===== src/hw/rtl/urm_pkg.sv =====
`default_nettype none
package urm_pkg;

	localparam int HISTORY_DEPTH = 3;

	localparam int DIST_W     = 13;
	localparam int TIMER_W    = 15;
	localparam int SINCE_W    = 20;
	localparam int STATUS_W   = 3;
	localparam int CFG_IDX_W  = 3;
	localparam int CFG_DATA_W = 20;

	// register indexes
	localparam logic [CFG_IDX_W-1:0] REG_PING_INTERVAL = 3'd0;
	localparam logic [CFG_IDX_W-1:0] REG_RISE_TIMEOUT  = 3'd1;
	localparam logic [CFG_IDX_W-1:0] REG_HIGH_TIMEOUT  = 3'd2;
	localparam logic [CFG_IDX_W-1:0] REG_MIN_DISTANCE  = 3'd3;
	localparam logic [CFG_IDX_W-1:0] REG_MAX_DISTANCE  = 3'd4;

	// register reset values
	localparam logic [SINCE_W-1:0] PING_INTERVAL_RST = 20'd60000;
	localparam logic [TIMER_W-1:0] RISE_TIMEOUT_RST  = 15'd5000;
	localparam logic [TIMER_W-1:0] HIGH_TIMEOUT_RST  = 15'd25000;
	localparam logic [DIST_W-1:0]  MIN_DISTANCE_RST  = 13'd32;
	localparam logic [DIST_W-1:0]  MAX_DISTANCE_RST  = 13'd6400;

	// ping status codes
	localparam logic [STATUS_W-1:0] ST_OK        = 3'd0;
	localparam logic [STATUS_W-1:0] ST_ECHO_BUSY = 3'd1;
	localparam logic [STATUS_W-1:0] ST_NO_RISE   = 3'd2;
	localparam logic [STATUS_W-1:0] ST_NO_ECHO   = 3'd3;
	localparam logic [STATUS_W-1:0] ST_RANGE     = 3'd4;

	// trigger pulse shape and distance scale
	localparam logic [TIMER_W-1:0] TRIG_LOW_TICKS  = 15'd2;
	localparam logic [TIMER_W-1:0] TRIG_HIGH_TICKS = 15'd10;
	localparam int                 PROD_W          = 24;
	localparam logic [PROD_W-1:0]  DIST_MULT       = 24'd281;
	localparam int                 DIST_SHIFT      = 10;

	typedef struct packed {
		logic [SINCE_W-1:0] ping_interval;
		logic [TIMER_W-1:0] rise_timeout;
		logic [TIMER_W-1:0] high_timeout;
		logic [DIST_W-1:0]  min_distance;
		logic [DIST_W-1:0]  max_distance;
	} cfg_t;

	typedef struct packed {
		logic                finish;
		logic [STATUS_W-1:0] status;
		logic [DIST_W-1:0]   dist_q4;
	} finish_t;

endpackage
`default_nettype wire


===== src/hw/rtl/urm_if.sv =====
`default_nettype none
interface urm_item_if;
	logic valid;
	logic ready;
	logic echo_level;
	logic request;

	modport source (output valid, output echo_level, output request, input ready);
	modport sink (input valid, input echo_level, input request, output ready);
endinterface

interface urm_result_if;
	logic                          valid;
	logic                          ready;
	logic                          trig_level;
	logic                          busy_res;
	logic                          reply_valid;
	logic [urm_pkg::DIST_W-1:0]    distance_q4;
	logic                          distance_ok;
	logic                          fresh_ping;
	logic [urm_pkg::STATUS_W-1:0]  ping_status;

	modport source (output valid, output trig_level, output busy_res, output reply_valid,
		output distance_q4, output distance_ok, output fresh_ping, output ping_status,
		input ready);
	modport sink (input valid, input trig_level, input busy_res, input reply_valid,
		input distance_q4, input distance_ok, input fresh_ping, input ping_status,
		output ready);
endinterface
`default_nettype wire


===== src/hw/rtl/urm_seq.sv =====
`default_nettype none
module urm_seq (
	input  wire logic              clk,
	input  wire logic              arst_n,
	input  wire logic              step,
	input  wire logic              echo,
	input  wire logic              req,
	input  wire urm_pkg::cfg_t     cfg,
	output logic                   trig,
	output logic                   busy,
	output logic                   reply,
	output logic                   fresh,
	output urm_pkg::finish_t       fin
);

	localparam logic [2:0] PH_IDLE      = 3'd0;
	localparam logic [2:0] PH_TRIG_LOW  = 3'd1;
	localparam logic [2:0] PH_TRIG_HIGH = 3'd2;
	localparam logic [2:0] PH_WAIT_RISE = 3'd3;
	localparam logic [2:0] PH_MEASURE   = 3'd4;

	logic [2:0]                     phase_q, phase_d;
	logic [urm_pkg::TIMER_W-1:0]    timer_q, timer_d, timer_inc;
	logic [urm_pkg::SINCE_W-1:0]    since_q, since_d, since_inc;
	logic                           pinged_q, pinged_d;
	logic [urm_pkg::PROD_W-1:0]     prod;
	logic [urm_pkg::DIST_W:0]       dist_wide;

	assign timer_inc = timer_q + urm_pkg::TIMER_W'(1);
	assign since_inc = (since_q != '1) ? since_q + urm_pkg::SINCE_W'(1) : since_q;
	assign prod      = urm_pkg::PROD_W'(timer_q) * urm_pkg::DIST_MULT;
	assign dist_wide = prod[urm_pkg::DIST_SHIFT +: urm_pkg::DIST_W+1];

	always_comb begin
		phase_d     = phase_q;
		timer_d     = timer_q;
		since_d     = since_inc;
		pinged_d    = pinged_q;
		trig        = 1'b0;
		reply       = 1'b0;
		fresh       = 1'b0;
		fin.finish  = 1'b0;
		fin.status  = urm_pkg::ST_OK;
		fin.dist_q4 = '0;
		case (phase_q)
			PH_TRIG_LOW: begin
				timer_d = timer_inc;
				if (timer_inc >= urm_pkg::TRIG_LOW_TICKS) begin
					phase_d = PH_TRIG_HIGH;
					timer_d = '0;
				end
			end
			PH_TRIG_HIGH: begin
				trig    = 1'b1;
				timer_d = timer_inc;
				if (timer_inc >= urm_pkg::TRIG_HIGH_TICKS) begin
					phase_d = PH_WAIT_RISE;
					timer_d = '0;
				end
			end
			PH_WAIT_RISE: begin
				if (echo) begin
					phase_d = PH_MEASURE;
					timer_d = urm_pkg::TIMER_W'(1);
				end else if (timer_q >= cfg.rise_timeout) begin
					fin.finish = 1'b1;
					fin.status = urm_pkg::ST_NO_RISE;
				end else begin
					timer_d = timer_inc;
				end
			end
			PH_MEASURE: begin
				if (!echo) begin
					fin.finish = 1'b1;
					if (dist_wide < {1'b0, cfg.min_distance}
							|| dist_wide > {1'b0, cfg.max_distance}) begin
						fin.status = urm_pkg::ST_RANGE;
					end else begin
						fin.dist_q4 = dist_wide[urm_pkg::DIST_W-1:0];
					end
				end else if (timer_q >= cfg.high_timeout) begin
					fin.finish = 1'b1;
					fin.status = urm_pkg::ST_NO_ECHO;
				end else begin
					timer_d = timer_inc;
				end
			end
			default: begin
				phase_d = PH_IDLE;
				timer_d = '0;
				if (req) begin
					if (pinged_q && since_inc < cfg.ping_interval) begin
						reply = 1'b1;
					end else begin
						since_d  = '0;
						pinged_d = 1'b1;
						if (echo) begin
							fin.finish = 1'b1;
							fin.status = urm_pkg::ST_ECHO_BUSY;
						end else begin
							phase_d = PH_TRIG_LOW;
							timer_d = urm_pkg::TIMER_W'(1);
						end
					end
				end
			end
		endcase
		if (fin.finish) begin
			phase_d = PH_IDLE;
			timer_d = '0;
			reply   = 1'b1;
			fresh   = 1'b1;
		end
		busy = (phase_d != PH_IDLE);
	end

	always_ff @(posedge clk or negedge arst_n) begin
		if (!arst_n) begin
			phase_q  <= PH_IDLE;
			timer_q  <= '0;
			since_q  <= '0;
			pinged_q <= 1'b0;
		end else if (step) begin
			phase_q  <= phase_d;
			timer_q  <= timer_d;
			since_q  <= since_d;
			pinged_q <= pinged_d;
		end
	end

endmodule
`default_nettype wire


===== src/hw/rtl/urm_filt.sv =====
`default_nettype none
module urm_filt #(
	parameter int HISTORY_DEPTH = urm_pkg::HISTORY_DEPTH
) (
	input  wire logic                          clk,
	input  wire logic                          arst_n,
	input  wire logic                          step,
	input  wire urm_pkg::finish_t              fin,
	output logic [urm_pkg::DIST_W-1:0]         value,
	output logic                               value_ok,
	output logic [urm_pkg::STATUS_W-1:0]       status
);

	localparam int PW = (HISTORY_DEPTH > 1) ? $clog2(HISTORY_DEPTH) : 1;
	localparam int CW = $clog2(HISTORY_DEPTH + 1);

	logic [urm_pkg::DIST_W-1:0]   hv_q [HISTORY_DEPTH];
	logic [urm_pkg::DIST_W-1:0]   hv_d [HISTORY_DEPTH];
	logic [HISTORY_DEPTH-1:0]     hok_q, hok_d;
	logic [PW-1:0]                pos_q, pos_d;
	logic [urm_pkg::STATUS_W-1:0] status_q;
	logic [CW-1:0]                cnt;
	logic [CW-1:0]                rank [HISTORY_DEPTH];

	always_comb begin
		for (int i = 0; i < HISTORY_DEPTH; i++) begin
			hv_d[i]  = hv_q[i];
			hok_d[i] = hok_q[i];
			if (fin.finish && pos_q == PW'(i)) begin
				hok_d[i] = (fin.status == urm_pkg::ST_OK);
				hv_d[i]  = (fin.status == urm_pkg::ST_OK) ? fin.dist_q4 : '0;
			end
		end
		pos_d = pos_q;
		if (fin.finish) begin
			pos_d = (pos_q >= PW'(HISTORY_DEPTH - 1)) ? '0 : pos_q + PW'(1);
		end
	end

	// median by rank: ties broken by slot index
	always_comb begin
		cnt = '0;
		for (int i = 0; i < HISTORY_DEPTH; i++) begin
			cnt = cnt + CW'(hok_d[i]);
		end
		for (int i = 0; i < HISTORY_DEPTH; i++) begin
			rank[i] = '0;
			for (int j = 0; j < HISTORY_DEPTH; j++) begin
				if (hok_d[j] && (hv_d[j] < hv_d[i] || (hv_d[j] == hv_d[i] && j < i))) begin
					rank[i] = rank[i] + CW'(1);
				end
			end
		end
		value    = '0;
		value_ok = (cnt != '0);
		for (int i = 0; i < HISTORY_DEPTH; i++) begin
			if (hok_d[i] && rank[i] == (cnt >> 1)) begin
				value = hv_d[i];
			end
		end
	end

	assign status = fin.finish ? fin.status : status_q;

	always_ff @(posedge clk or negedge arst_n) begin
		if (!arst_n) begin
			hok_q    <= '0;
			pos_q    <= '0;
			status_q <= urm_pkg::ST_OK;
			for (int i = 0; i < HISTORY_DEPTH; i++) begin
				hv_q[i] <= '0;
			end
		end else if (step) begin
			hok_q    <= hok_d;
			pos_q    <= pos_d;
			status_q <= status;
			for (int i = 0; i < HISTORY_DEPTH; i++) begin
				hv_q[i] <= hv_d[i];
			end
		end
	end

endmodule
`default_nettype wire


===== src/hw/rtl/ultrasonic_ranging_median_top.sv =====
`default_nettype none
// Ultrasonic echo ranger with a median filter over the last HISTORY_DEPTH pings.
// Each request on item carries one microsecond tick (echo pin sample and a request
// flag); each one yields exactly one request on result, registered, valid in the cycle
// after the item is taken. A new item is taken in every cycle in which the output
// register is empty or its result is taken at the same edge, so items can follow back
// to back; a result held back by result.ready stalls item. The only latency is that
// single output stage. Configuration writes (cfg_we, cfg_idx, cfg_wdata) are meant
// for idle periods.
module ultrasonic_ranging_median_top #(
	parameter int HISTORY_DEPTH = urm_pkg::HISTORY_DEPTH
) (
	input  wire logic                               clk,
	input  wire logic                               arst_n,
	input  wire logic                               cfg_we,
	input  wire logic [urm_pkg::CFG_IDX_W-1:0]      cfg_idx,
	input  wire logic [urm_pkg::CFG_DATA_W-1:0]     cfg_wdata,
	urm_item_if.sink                                item,
	urm_result_if.source                            result
);

	urm_pkg::cfg_t                 cfg_q;
	urm_pkg::finish_t              fin;
	logic                          step;
	logic                          trig, busy, reply, fresh;
	logic [urm_pkg::DIST_W-1:0]    value;
	logic                          value_ok;
	logic [urm_pkg::STATUS_W-1:0]  status;
	logic                          out_v_q;

	assign item.ready = !out_v_q || result.ready;
	assign step       = item.valid && item.ready;

	always_ff @(posedge clk or negedge arst_n) begin
		if (!arst_n) begin
			cfg_q.ping_interval <= urm_pkg::PING_INTERVAL_RST;
			cfg_q.rise_timeout  <= urm_pkg::RISE_TIMEOUT_RST;
			cfg_q.high_timeout  <= urm_pkg::HIGH_TIMEOUT_RST;
			cfg_q.min_distance  <= urm_pkg::MIN_DISTANCE_RST;
			cfg_q.max_distance  <= urm_pkg::MAX_DISTANCE_RST;
		end else if (cfg_we) begin
			case (cfg_idx)
				urm_pkg::REG_PING_INTERVAL: cfg_q.ping_interval <= cfg_wdata;
				urm_pkg::REG_RISE_TIMEOUT:
					cfg_q.rise_timeout <= cfg_wdata[urm_pkg::TIMER_W-1:0];
				urm_pkg::REG_HIGH_TIMEOUT:
					cfg_q.high_timeout <= cfg_wdata[urm_pkg::TIMER_W-1:0];
				urm_pkg::REG_MIN_DISTANCE:
					cfg_q.min_distance <= cfg_wdata[urm_pkg::DIST_W-1:0];
				urm_pkg::REG_MAX_DISTANCE:
					cfg_q.max_distance <= cfg_wdata[urm_pkg::DIST_W-1:0];
				default: begin
				end
			endcase
		end
	end

	urm_seq u_seq (
		.clk    (clk),
		.arst_n (arst_n),
		.step   (step),
		.echo   (item.echo_level),
		.req    (item.request),
		.cfg    (cfg_q),
		.trig   (trig),
		.busy   (busy),
		.reply  (reply),
		.fresh  (fresh),
		.fin    (fin)
	);

	urm_filt #(
		.HISTORY_DEPTH (HISTORY_DEPTH)
	) u_filt (
		.clk      (clk),
		.arst_n   (arst_n),
		.step     (step),
		.fin      (fin),
		.value    (value),
		.value_ok (value_ok),
		.status   (status)
	);

	// output register
	always_ff @(posedge clk or negedge arst_n) begin
		if (!arst_n) begin
			out_v_q <= 1'b0;
		end else if (step) begin
			out_v_q <= 1'b1;
		end else if (result.ready) begin
			out_v_q <= 1'b0;
		end
	end

	logic                          trig_q, busy_q, reply_q, ok_q, fresh_q;
	logic [urm_pkg::DIST_W-1:0]    dist_q;
	logic [urm_pkg::STATUS_W-1:0]  status_q;

	always_ff @(posedge clk) begin
		if (step) begin
			trig_q   <= trig;
			busy_q   <= busy;
			reply_q  <= reply;
			dist_q   <= value;
			ok_q     <= value_ok;
			fresh_q  <= fresh;
			status_q <= status;
		end
	end

	assign result.valid       = out_v_q;
	assign result.trig_level  = trig_q;
	assign result.busy_res    = busy_q;
	assign result.reply_valid = reply_q;
	assign result.distance_q4 = dist_q;
	assign result.distance_ok = ok_q;
	assign result.fresh_ping  = fresh_q;
	assign result.ping_status = status_q;

endmodule
`default_nettype wire

===== src/flat_wrapper.sv =====
// flat-port wrapper written by rule: the top's interface ports become plain ports
module ultrasonic_ranging_median_top_flat 
#(
	parameter int HISTORY_DEPTH = urm_pkg::HISTORY_DEPTH
)
  (clk, arst_n, cfg_we, cfg_idx, cfg_wdata, item_valid, item_echo_level, item_request, item_ready, result_valid, result_trig_level, result_busy_res, result_reply_valid, result_distance_q4, result_distance_ok, result_fresh_ping, result_ping_status, result_ready);
  urm_item_if item_i ();
  urm_result_if result_i ();
  input  wire logic clk;
  input  wire logic arst_n;
  input  wire logic cfg_we;
  input  wire logic [urm_pkg::CFG_IDX_W-1:0] cfg_idx;
  input  wire logic [urm_pkg::CFG_DATA_W-1:0] cfg_wdata;
  input wire logic [$bits(item_i.valid)-1:0] item_valid;
  input wire logic [$bits(item_i.echo_level)-1:0] item_echo_level;
  input wire logic [$bits(item_i.request)-1:0] item_request;
  output wire logic [$bits(item_i.ready)-1:0] item_ready;
  output wire logic [$bits(result_i.valid)-1:0] result_valid;
  output wire logic [$bits(result_i.trig_level)-1:0] result_trig_level;
  output wire logic [$bits(result_i.busy_res)-1:0] result_busy_res;
  output wire logic [$bits(result_i.reply_valid)-1:0] result_reply_valid;
  output wire logic [$bits(result_i.distance_q4)-1:0] result_distance_q4;
  output wire logic [$bits(result_i.distance_ok)-1:0] result_distance_ok;
  output wire logic [$bits(result_i.fresh_ping)-1:0] result_fresh_ping;
  output wire logic [$bits(result_i.ping_status)-1:0] result_ping_status;
  input wire logic [$bits(result_i.ready)-1:0] result_ready;
  assign item_i.valid = item_valid;
  assign item_i.echo_level = item_echo_level;
  assign item_i.request = item_request;
  assign item_ready = item_i.ready;
  assign result_valid = result_i.valid;
  assign result_trig_level = result_i.trig_level;
  assign result_busy_res = result_i.busy_res;
  assign result_reply_valid = result_i.reply_valid;
  assign result_distance_q4 = result_i.distance_q4;
  assign result_distance_ok = result_i.distance_ok;
  assign result_fresh_ping = result_i.fresh_ping;
  assign result_ping_status = result_i.ping_status;
  assign result_i.ready = result_ready;
  ultrasonic_ranging_median_top #(.HISTORY_DEPTH(HISTORY_DEPTH)) u_core (.clk(clk), .arst_n(arst_n), .cfg_we(cfg_we), .cfg_idx(cfg_idx), .cfg_wdata(cfg_wdata), .item(item_i), .result(result_i));
endmodule

===== config.mk =====
export PLATFORM = sky130hd
export DESIGN_NAME = ultrasonic_ranging_median_top_flat
export DESIGN_NICKNAME = d
export VERILOG_FILES = /design/src/hw/rtl/urm_pkg.sv /design/src/hw/rtl/urm_if.sv /design/src/hw/rtl/urm_seq.sv /design/src/hw/rtl/urm_filt.sv /design/src/hw/rtl/ultrasonic_ranging_median_top.sv /design/src/flat_wrapper.sv
export SDC_FILE = /design/constraint.sdc
export NUM_CORES = 1
export LEC_CHECK = 0
export ABC_CLOCK_PERIOD_IN_PS = 9700
export BUFFER_PORTS_ARGS = -buffer_cell sky130_fd_sc_hd__buf_2
export CAP_MARGIN = 30
export CORE_MARGIN = 3
export CORE_UTILIZATION = 58
export DETAILED_ROUTE_END_ITERATION = 12
export GPL_TIMING_DRIVEN = 0
export PLACE_DENSITY_LB_ADDON = 0.2
export REMOVE_ABC_BUFFERS = 1
export SYNTH_ARGS = -nofsm -noshare
export SYNTH_HDL_FRONTEND = slang
export SYNTH_HIERARCHICAL = 1
export SYNTH_SLANG_ARGS = --single-unit
export TNS_END_PERCENT = 5

===== constraint.sdc =====
create_clock -name clk -period 9.7 [get_ports clk]
set_input_delay 0.97 -clock clk [delete_from_list [all_inputs] [get_ports clk]]
set_output_delay 0.97 -clock clk [all_outputs]
set_load 0.02 [all_outputs]

==> out/summary.txt, run 1 <==
Avg WL per Cell -> 18.3 um
reg-to-reg slack, setup -> 290 ps
crit path kind -> reg -> reg
Post-Route WL -> 34200 um
Switching Share -> 45.9%
largest family of logic cells by synthesized area -> adder cells
total gr overflow -> 0
cells after synthesis -> 1489
Worst Tran Pin Value -> 976 ps
Initial DRT Pass Iterations -> 5
adder-cell share of the synthesized area -> 17.9%
Mapped Avg Cell Area -> 9.42 um2
register share of total power -> 25.4%
async set-reset flop share out of synthesis -> 88.6%
Tot GR Track Use -> 26.5%
Final Setup Violations -> 0
xor/xnor share of the synthesized area -> 3.93%
Seq/Total Area, Yosys -> 33.8%
CTS buffer count -> 17
Buf/Inv on CP -> 5
Clock Skews -> 15.7 ps
endpoint type of the worst setup path -> register
peak supply drop -> 341 uV
FF-to-FF Start -> u_core/u_seq/timer_q[5]$_DFFE_PN0P_
clk root buf -> clkbuf_16
Slowest-stage cell, CP -> or4_1
Top FF cell, synth -> dfrtp_1
NetSw -> 2.45 mW
post-route ant nets -> 0
distinct cell type count after synthesis -> 87
Placed Instances -> 1804
vias in the first global route -> 11200
clock network power share -> 12.8%
mapped cell area -> 14000 um2
min Tclk post-route -> 9410 ps
status -> complete, no violations
mux cell area share after synthesis -> 8.60%
largest net degree at the start of global routing -> 103
Final nets -> 1753
Die Wd -> 162 um
Starting Density -> 59.4%
delay-heaviest family, CP -> simple AND/OR/NAND/NOR gates
Logic pwr share -> 61.8%
Final Cell Area -> 15700 um2
register clock-pin slew on the reported worst setup and hold paths -> 70 ps
TritonCTS clock tree -> done
R2R depth -> 39
Die Ht -> 162 um
hold-fix buffers at CTS -> 0
Placed Area -> 14600 um2
port bufs -> 52
area of the core -> 23600 um2
fraction of layout cells with a size suffix above 1 -> 18.1%
H-tree depth -> 4
final hold viol count -> 0
initial DRC count -> 851
Clock Sinks -> 184
internal power -> 2.88 mW
number of synthesized flops with an enable pin -> 21
Core Rows -> 56
Reg-to-Reg End -> u_core/result.distance_q4[6]$_DFFE_PP_
utilization after layout -> 66.5%
pre-CTS WS -> -2580 ps
crit-path max FO -> 10
Fmax -> 106 MHz
Max-Cap Viols -> 0
Tot Pwr -> 5.33 mW
GP Congestion -> 0.865
full die area -> 26100 um2
Antenna diodes -> 0
fin crit share -> 97.0%
synth-to-layout area growth -> 11.9%
Simple-Gate Fraction of Synth Area -> 14.2%
initial antenna violation count -> 0
number of top-level pins -> 53
Min-Delay Path Class -> in -> async
non-filler cells, final -> 1869
crit path DAT -> 9590 ps
Lkg Pwr -> 7.35 nW
#FFs+latches synth -> 184
CP dominant cell by count -> ha_1
Worst-Skew Late Latency -> 440 ps
required time of the critical path -> 9880 ps
power per cell area -> 339 nW/um2
Detailed Place HPWL -> 24600 um
Slew Limit Fails -> 0
commonest non-fill, non-tap cells in the layout -> inv_1, ha_1, dfrtp_1, nor2_1, a21oi_1
post-synthesis compound-gate area fraction -> 15.1%
final worst slack -> 292 ps
yosys warns -> 6
Fill cells -> 1902
CP Launch Type -> register
crit-path max cell delay -> 590 ps
clk buf depth -> 2
first-pass GRT wire length -> 56200 um
vias per cell -> 6.02
drt drc -> 0
slew margin rel. -> 34.8%
routed vias -> 11200
==> worst register-to-register path, delay by kind of cell, from the launching register on <==
kind,cells,cell delay (ps)
fa+ha+maj,7,2430
compound gates,14,2560
xor+xnor,3,610
simple gates,10,2590
flops,1,450
buf+inv,5,550
==> layer usage <==
metal / GRT usage [%] / vias to the layer above / routed length, um
li1: - / 5400 / -
met1: 34.0 / 5412 / 14800
met2: 45.9 / 342 / 16700
met3: 4.18 / 90 / 1580
met4: 9.15 / 0 / 1090
met5: 0 / - / 0
==> worst max path at each step <==
stage	from	endpoint	slack (ps)	depth (start not counted)
finish	u_core/u_seq/timer_q[5]$_DFFE_PN0P_	u_core/result.distance_q4[6]$_DFFE_PP_	290	39
global route	u_core/u_seq/timer_q[5]$_DFFE_PN0P_	u_core/result.distance_q4[2]$_DFFE_PP_	-120	40
detailed placement	u_core/u_seq/timer_q[6]$_DFFE_PN0P_	u_core/result.distance_q4[3]$_DFFE_PP_	-2580	41
CTS	u_core/u_seq/timer_q[8]$_DFFE_PN0P_	u_core/result.distance_q4[6]$_DFFE_PP_	40	39
floorplan	u_core/u_seq/timer_q[6]$_DFFE_PN0P_	u_core/result.distance_q4[2]$_DFFE_PP_	-250	41
global placement	u_core/u_seq/timer_q[6]$_DFFE_PN0P_	u_core/result.distance_q4[8]$_DFFE_PP_	-3050	42
==> cell type report <==
cell class	instances	area (um2)	share of cell area [%]
clock buffers	18	429	2.73
clock inverters	14	140	0.893
inverters	163	612	3.90
multi-input cells	1077	8660	55.2
flip-flops and latches	184	4750	30.3
well taps	319	399	2.54
repair buffers	94	704	4.49
==> per-stage QoR <==
| stage | setup TNS, ps | hold slack, ps |
|---|---|---|
| final | 0 | 461 |
| after global routing | -1050 | 485 |
| after CTS | 0 | 462 |
| after detailed placement | -33190 | 443 |
| after global placement | -39180 | 437 |
| after floorplan | -2940 | 420 |
==> what timing repair did <==
| action | CTS | global route |
|---|---|---|
| endpoints found under the hold margin | 0 | 0 |
| pin swaps | 5 | 18 |
| resized for setup | 35 | 29 |
| setup buffers | 15 | 18 |
| endpoints found under the setup margin | 13 | 13 |
==> sequential cells by signal (all words and copies together), names as in the netlist, 2 cells and up <==
signal and flops:
u_core/cfg_q 76, u_core/result.distance_q4 13, u_core/result.ping_status 3, u_core/u_filt/hok_q 3, u_core/u_filt/hv_q 39, u_core/u_filt/pos_q 2
u_core/u_filt/status_q 3, u_core/u_seq/phase_q 3, u_core/u_seq/since_q 20, u_core/u_seq/timer_q 15
==> power by group through the flow <==
stage	sequential (mW)	combinational (mW)	clock, mW
2_1_floorplan	1.34	2.14	0
3_3_place_gp	1.35	2.82	0
3_5_place_dp	1.36	2.92	0
4_1_cts	1.35	3.08	0.700
5_1_grt	1.39	3.66	0.729
6_report	1.35	3.29	0.684
==> logic make-up (layout without fill, tap and decap cells) <==
group                      count (synthesis)  in the layout
AOI/OAI and AO/OA                        336            336
xor gates and xnor gates                  63             63
adders and majority gates                189            189
buffers and inverters                    228            289
DFF                                      184            184
muxes                                    108            108
and+or+nand+nor                          381            381
==> synth_stat cells (7+ instances only) <==
master	n	share of area [%]
inv_1	163	4.4
dfstp_2	22	4.1
o211ai_1	9	0.48
nand2b_1	13	0.58
nand2_1	95	2.5
o2bb2ai_1	7	0.44
a211oi_1	10	0.53
o21a_1	10	0.53
or3_1	7	0.31
o22ai_1	18	0.80
nor2_1	102	2.7
o31ai_1	8	0.43
nor2b_1	11	0.49
nand3_1	30	1.1
mux2i_1	17	1.2
dfrtp_1	141	25
nor4_1	9	0.40
a21oi_1	109	3.9
xor2_1	29	1.8
a31oi_1	17	0.76
nor3_1	23	0.82
nand4_1	23	1.0
edfxtp_1	21	4.5
ha_1	165	15
o21ai_0	59	2.1
a21o_1	18	0.96
mux2_1	32	2.6
and3_1	24	1.1
buf_2	16	0.57
clkbuf_1	35	0.94
o21ai_1	20	0.71
xnor2_1	34	2.1
fa_1	21	3.0
mux2_2	58	4.7
No activity file was read; power rests on OpenSTA's default activity.
==> run 2: changes to the inputs <==
--- a/config.mk
+++ b/config.mk
@@ -13,7 +13,9 @@
 export DETAILED_ROUTE_END_ITERATION = 12
 export GPL_TIMING_DRIVEN = 0
 export PLACE_DENSITY_LB_ADDON = 0.2
+export RECOVER_POWER = 50
 export REMOVE_ABC_BUFFERS = 1
+export SLEW_MARGIN = 10
 export SYNTH_ARGS = -nofsm -noshare
 export SYNTH_HDL_FRONTEND = slang
 export SYNTH_HIERARCHICAL = 1
==> run 2 against run 1 <==
Effect of this change:
- the flow now finishes with violations (max-capacitance violations, max-slew violations)
- clock-buffer cell count rose by 4
- cell count rose by 0.21%
- via count grew 0.89%
- clock power is 11% higher
- hold slack improved by 2.7 ps
- largest cell class unchanged
==> out/summary.txt, run 2 (synthesized netlist as in run 1, its figures left out) <==
status -> finished with violations
failing checks -> max-capacitance violations, max-slew violations
Worst Tran Pin Value -> 4650 ps
first-pass GRT wire length -> 56100 um
crit path kind -> reg -> reg
Tot GR Track Use -> 26.5%
Avg WL per Cell -> 18.6 um
drt drc -> 0
initial DRC count -> 793
Core Rows -> 56
endpoint type of the worst setup path -> register
Lkg Pwr -> 7.35 nW
Final nets -> 1757
non-filler cells, final -> 1873
Slowest-stage cell, CP -> fa_1
Detailed Place HPWL -> 24600 um
Worst Hold Depth -> 1
register clock-pin slew on the reported worst setup and hold paths -> 80 ps
CP Launch Type -> register
CTS buffer count -> 17
total gr overflow -> 0
Worst-Skew Late Latency -> 440 ps
area of the multi-input gates -> 8690 um2
Slew Limit Fails -> 166
TritonCTS clock tree -> done
peak supply drop -> 294 uV
power per cell area -> 351 nW/um2
hold slack -> 463 ps
Placed Area -> 14600 um2
register area -> 4750 um2
GRT met2 Usage -> 45.5%
Tot Pwr -> 5.53 mW
clk root buf -> clkbuf_16
Antenna diodes -> 0
largest net degree at the start of global routing -> 103
setup_tns -> 0 ps
Initial DRT Pass Iterations -> 5
Final Setup Violations -> 0
Max-Cap Viols -> 2
Clock Skews -> 14.3 ps
GRT met1 Usage -> 33.9%
Hold Path Sink -> u_core/u_seq/pinged_q$_DFFE_PN0P_
number of top-level pins -> 53
Fill cells -> 1893
top flop regs -> u_core/cfg_q x76, u_core/u_filt/hv_q x39, u_core/u_seq/since_q x20
most common cell after layout, fill and taps aside -> inv_1
area of the core -> 23600 um2
reg-to-reg slack, setup -> 250 ps
crit path DAT -> 9640 ps
fraction of layout cells with a size suffix above 1 -> 18.1%
synth-to-layout area growth -> 12.2%
Fmax -> 106 MHz
vias per cell -> 6.06
Final Cell Area -> 15700 um2
Hold Path Origin -> u_core/u_seq/pinged_q$_DFFE_PN0P_
Clock Sinks -> 184
Starting Density -> 59.4%
FF-to-FF Start -> u_core/u_seq/timer_q[11]$_DFFE_PN0P_
vias in the first global route -> 11200
Die Ht -> 162 um
fin crit share -> 97.5%
Min-Delay Path Class -> reg -> reg
initial antenna violation count -> 0
commonest non-fill, non-tap cells in the layout -> inv_1, ha_1, dfrtp_1, nor2_1, a21oi_1
largest reg by FF count -> u_core/cfg_q
routed vias -> 11300
port bufs -> 52
R2R depth -> 38
GP Congestion -> 0.865
slew margin rel. -> -210%
routing usage on met3 -> 4.21%
crit-path max FO -> 10
crit-path max cell delay -> 550 ps
GR peak layer -> met2
full die area -> 26100 um2
min Tclk post-route -> 9450 ps
CP dominant cell by count -> ha_1
final hold viol count -> 0
post-route ant nets -> 0
required time of the critical path -> 9880 ps
hold-fix buffers at CTS -> 0
Post-Route WL -> 34800 um
Die Wd -> 162 um
clk buf depth -> 2
H-tree depth -> 4
max FFs per register -> 76
Placed Instances -> 1803
Reg-to-Reg End -> u_core/result.distance_q4[6]$_DFFE_PP_
[run 2: layout make-up]
| cell class | count | share of cell area [%] |
|---|---|---|
| clock buffer | 22 | 3.15 |
| clock inverter | 10 | 0.985 |
| inverter | 163 | 3.88 |
| multi-input combinational | 1079 | 55.2 |
| sequential | 184 | 30.2 |
| tap | 319 | 2.53 |
| timing repair buffer | 96 | 4.10 |
[run 2: layer usage]
layer	wire length (um)	vias to the layer above
met5	0	-
met4	1380	0
met3	1940	103
met2	17000	392
met1	14500	5443
li1	-	5406
[run 2: repair_timing]
action	4_1_cts	5_1_grt
cloned	0	2
resized for setup	30	45
pin swaps	8	31
buffers inserted	19	17
endpoints found under the setup margin	13	13
[run 2: how the worst max path moves through the flow]
stage                                               from                                     end  slack [ps]  cells past startpoint
finish              u_core/u_seq/timer_q[11]$_DFFE_PN0P_  u_core/result.distance_q4[6]$_DFFE_PP_         250                     38
global placement     u_core/u_seq/timer_q[6]$_DFFE_PN0P_  u_core/result.distance_q4[8]$_DFFE_PP_       -3050                     42
floorplan            u_core/u_seq/timer_q[6]$_DFFE_PN0P_  u_core/result.distance_q4[2]$_DFFE_PP_        -250                     41
global route        u_core/u_seq/timer_q[11]$_DFFE_PN0P_  u_core/result.distance_q4[6]$_DFFE_PP_        -100                     36
detailed placement   u_core/u_seq/timer_q[6]$_DFFE_PN0P_  u_core/result.distance_q4[3]$_DFFE_PP_       -2720                     41
CTS                  u_core/u_seq/timer_q[8]$_DFFE_PN0P_  u_core/result.distance_q4[6]$_DFFE_PP_          80                     39
[run 2: power by group]
group	internal, mW	switching [mW]	leakage, nW
Combinational	1.43	1.97	4.94
Clock	0.449	0.313	0.317
Sequential	1.12	0.238	2.09
[run 2: worst max-delay path, delay by kind of cell (launching register included)]
kind                     cells  cell delay [ps]
AND/OR/NAND/NOR             14             3080
adder cells (fa/ha/maj)      8             2960
AO/OA/AOI/OAI                9             1710
buffers and inverters        5              520
flip-flops                   1              510
XOR/XNOR                     2              400
[run 2: per-stage QoR]
step	worst slack, ps	utilization, %
CTS	77.3	65.6
global placement	-3050	60.9
floorplan	-247	-
global route	-101	66.7
detailed placement	-2720	61.7
finish	247	66.7
==> run 3: changes to the inputs <==
--- a/config.mk
+++ b/config.mk
@@ -14,7 +14,6 @@
 export GPL_TIMING_DRIVEN = 0
 export PLACE_DENSITY_LB_ADDON = 0.2
 export RECOVER_POWER = 50
-export REMOVE_ABC_BUFFERS = 1
 export SLEW_MARGIN = 10
 export SYNTH_ARGS = -nofsm -noshare
 export SYNTH_HDL_FRONTEND = slang
==> run 3 against run 2 <==
Effect of this change:
- global-route usage rose by 3.4 points
- non-clock buffer count rose by 70
- critical path depth rose by 3
- clock power fell by 9.3%
- setup slack got worse by 97 ps
- fmax fell by 1.0%
- sequential share of layout area fell by 0.70 points
- register-to-register slack got worse by 97 ps
- hold slack got worse by 0.55 ps
- clock-buffer cell count fell by 5
- the run still ends with max-capacitance violations, max-slew violations left
- clock skew fell by 2.8 ps
- first-iteration DRC count rose by 26%
==> out/summary.txt, run 3 (synthesized netlist as in run 1, its figures left out) <==
Placed Area -> 14700 um2
Starting Density -> 59.4%
Final Setup Violations -> 0
Final Cell Area -> 16100 um2
fin crit share -> 98.5%
largest reg by FF count -> u_core/cfg_q
Final nets -> 1825
GP Congestion -> 0.927
number of top-level pins -> 53
clk buf depth -> 2
Initial DRT Pass Iterations -> 5
clk root buf -> clkbuf_16
CP Launch Type -> register
Min-Delay Path Class -> reg -> reg
crit path kind -> reg -> reg
delay-heaviest family, CP -> compound AO/OA/AOI/OAI gates
initial DRC count -> 1000
endpoint type of the worst setup path -> register
power per cell area -> 345 nW/um2
commonest non-fill, non-tap cells in the layout -> inv_1, ha_1, dfrtp_1, nor2_1, nand2_1
Tot Pwr -> 5.57 mW
slew margin rel. -> -118%
min Tclk post-route -> 9550 ps
Fill cells -> 1853
Worst-Skew Late Latency -> 440 ps
crit-path max cell delay -> 580 ps
Detailed Place HPWL -> 28100 um
Avg WL per Cell -> 20.3 um
status -> finished with violations
Die Wd -> 162 um
post-route ant nets -> 0
failing checks -> max-capacitance violations, max-slew violations
initial antenna violation count -> 2
vias per cell -> 6.10
CP Launch Point -> u_core/u_seq/timer_q[5]$_DFFE_PN0P_
H-tree depth -> 4
final worst slack -> 150 ps
total gr overflow -> 0
area of the core -> 23600 um2
crit-path max FO -> 8
Max-Cap Viols -> 1
synth-to-layout area growth -> 14.9%
TritonCTS clock tree -> done
routed vias -> 11900
Hold Path Origin -> u_core/u_seq/pinged_q$_DFFE_PN0P_
Die Ht -> 162 um
Lkg Pwr -> 7.52 nW
register clock-pin slew on the reported worst setup and hold paths -> 80 ps
FF-to-FF Start -> u_core/u_seq/timer_q[5]$_DFFE_PN0P_
largest net degree at the start of global routing -> 110
CP dominant cell by count -> ha_1
Slowest-stage cell, CP -> or4_1
top flop regs -> u_core/cfg_q x76, u_core/u_filt/hv_q x39, u_core/u_seq/since_q x20
Slew Limit Fails -> 55
required time of the critical path -> 9880 ps
Core Rows -> 56
Post-Route WL -> 39500 um
hold-fix buffers at CTS -> 0
first-pass GRT wire length -> 61600 um
Fmax -> 105 MHz
hold slack -> 463 ps
most common cell after layout, fill and taps aside -> inv_1
full die area -> 26100 um2
final hold viol count -> 0
Clock Skews -> 11.5 ps
fraction of layout cells with a size suffix above 1 -> 21.0%
Clock Sinks -> 184
CTS buffer count -> 17
Placed Instances -> 1861
vias in the first global route -> 11600
Buf/Inv on CP -> 6
crit path DAT -> 9730 ps
Tot GR Track Use -> 30.0%
drt drc -> 0
max FFs per register -> 76
Worst Tran Pin Value -> 3270 ps
port bufs -> 52
Syn Nets -> 1705
peak supply drop -> 329 uV
pre-CTS WS -> -1620 ps
non-filler cells, final -> 1943
run 3: changes by cell type in the layout (fill, tap and decap cells not counted), moves of 5 or more:
cell	change
clkbuf_1	+29
buf_2	+10
clkbuf_2	+5
a21oi_1	-6
a21oi_2	+6
buf_4	+22
run 3: power breakdown:
group | switching (mW) | internal, mW
registers | 0.204 | 1.12
clock network | 0.346 | 0.345
logic | 2.04 | 1.51
run 3: cell type report:
| cell class | count | area, um2 | area share (%) |
|---|---|---|---|
| diodes | 2 | 5.00 | 0.0310 |
| plain buffers | 63 | 335 | 2.08 |
| clock buffers | 17 | 425 | 2.64 |
| clock inverters | 15 | 156 | 0.970 |
| inverters | 163 | 612 | 3.80 |
| multi-input cells | 1077 | 8770 | 54.4 |
| flip-flops and latches | 184 | 4750 | 29.5 |
| well taps | 319 | 399 | 2.48 |
| repair buffers | 103 | 667 | 4.14 |
run 3: stage by stage:
step                setup TNS (ps)  utilization, %
floorplan                        0               -
global placement            -18310            62.2
detailed placement          -20150            62.4
CTS                              0            66.2
global route                 -1570            68.3
finish                           0            68.3
run 3: layer usage:
layer  vias to the layer above  wire length (um)  global-route usage, %
met4                         0              1050                   10.3
met3                        85              2560                   5.41
met2                       451             18900                   49.5
met5                         -                 0                      0
li1                       5526                 -                      -
met1                      5790             17000                   39.9
run 3: repair_timing:
| action | in CTS | in global routing |
|---|---|---|
| gates resized for setup | 56 | 67 |
| pin swaps | 6 | 32 |
| cloned | 0 | 1 |
| endpoints found under the setup margin | 13 | 13 |
| buffers inserted | 17 | 32 |
run 3: final timing paths:
| check | end | cells after the start | slack [ps] |
|---|---|---|---|
| min in group asynchronous | u_core/cfg_q[15]$_DFFE_PN0P_ | 1 | 1620 |
| max in group asynchronous | u_core/u_filt/hv_q[4]$_DFFE_PN0P_ | 1 | 6230 |
| worst min-delay path | u_core/u_seq/pinged_q$_DFFE_PN0P_ | 1 | 460 |
| worst max register to register | u_core/result.distance_q4[2]$_DFFE_PP_ | 41 | 150 |
| worst min register to register | u_core/u_seq/pinged_q$_DFFE_PN0P_ | 1 | 460 |
| worst max-delay path | u_core/result.distance_q4[2]$_DFFE_PP_ | 41 | 150 |
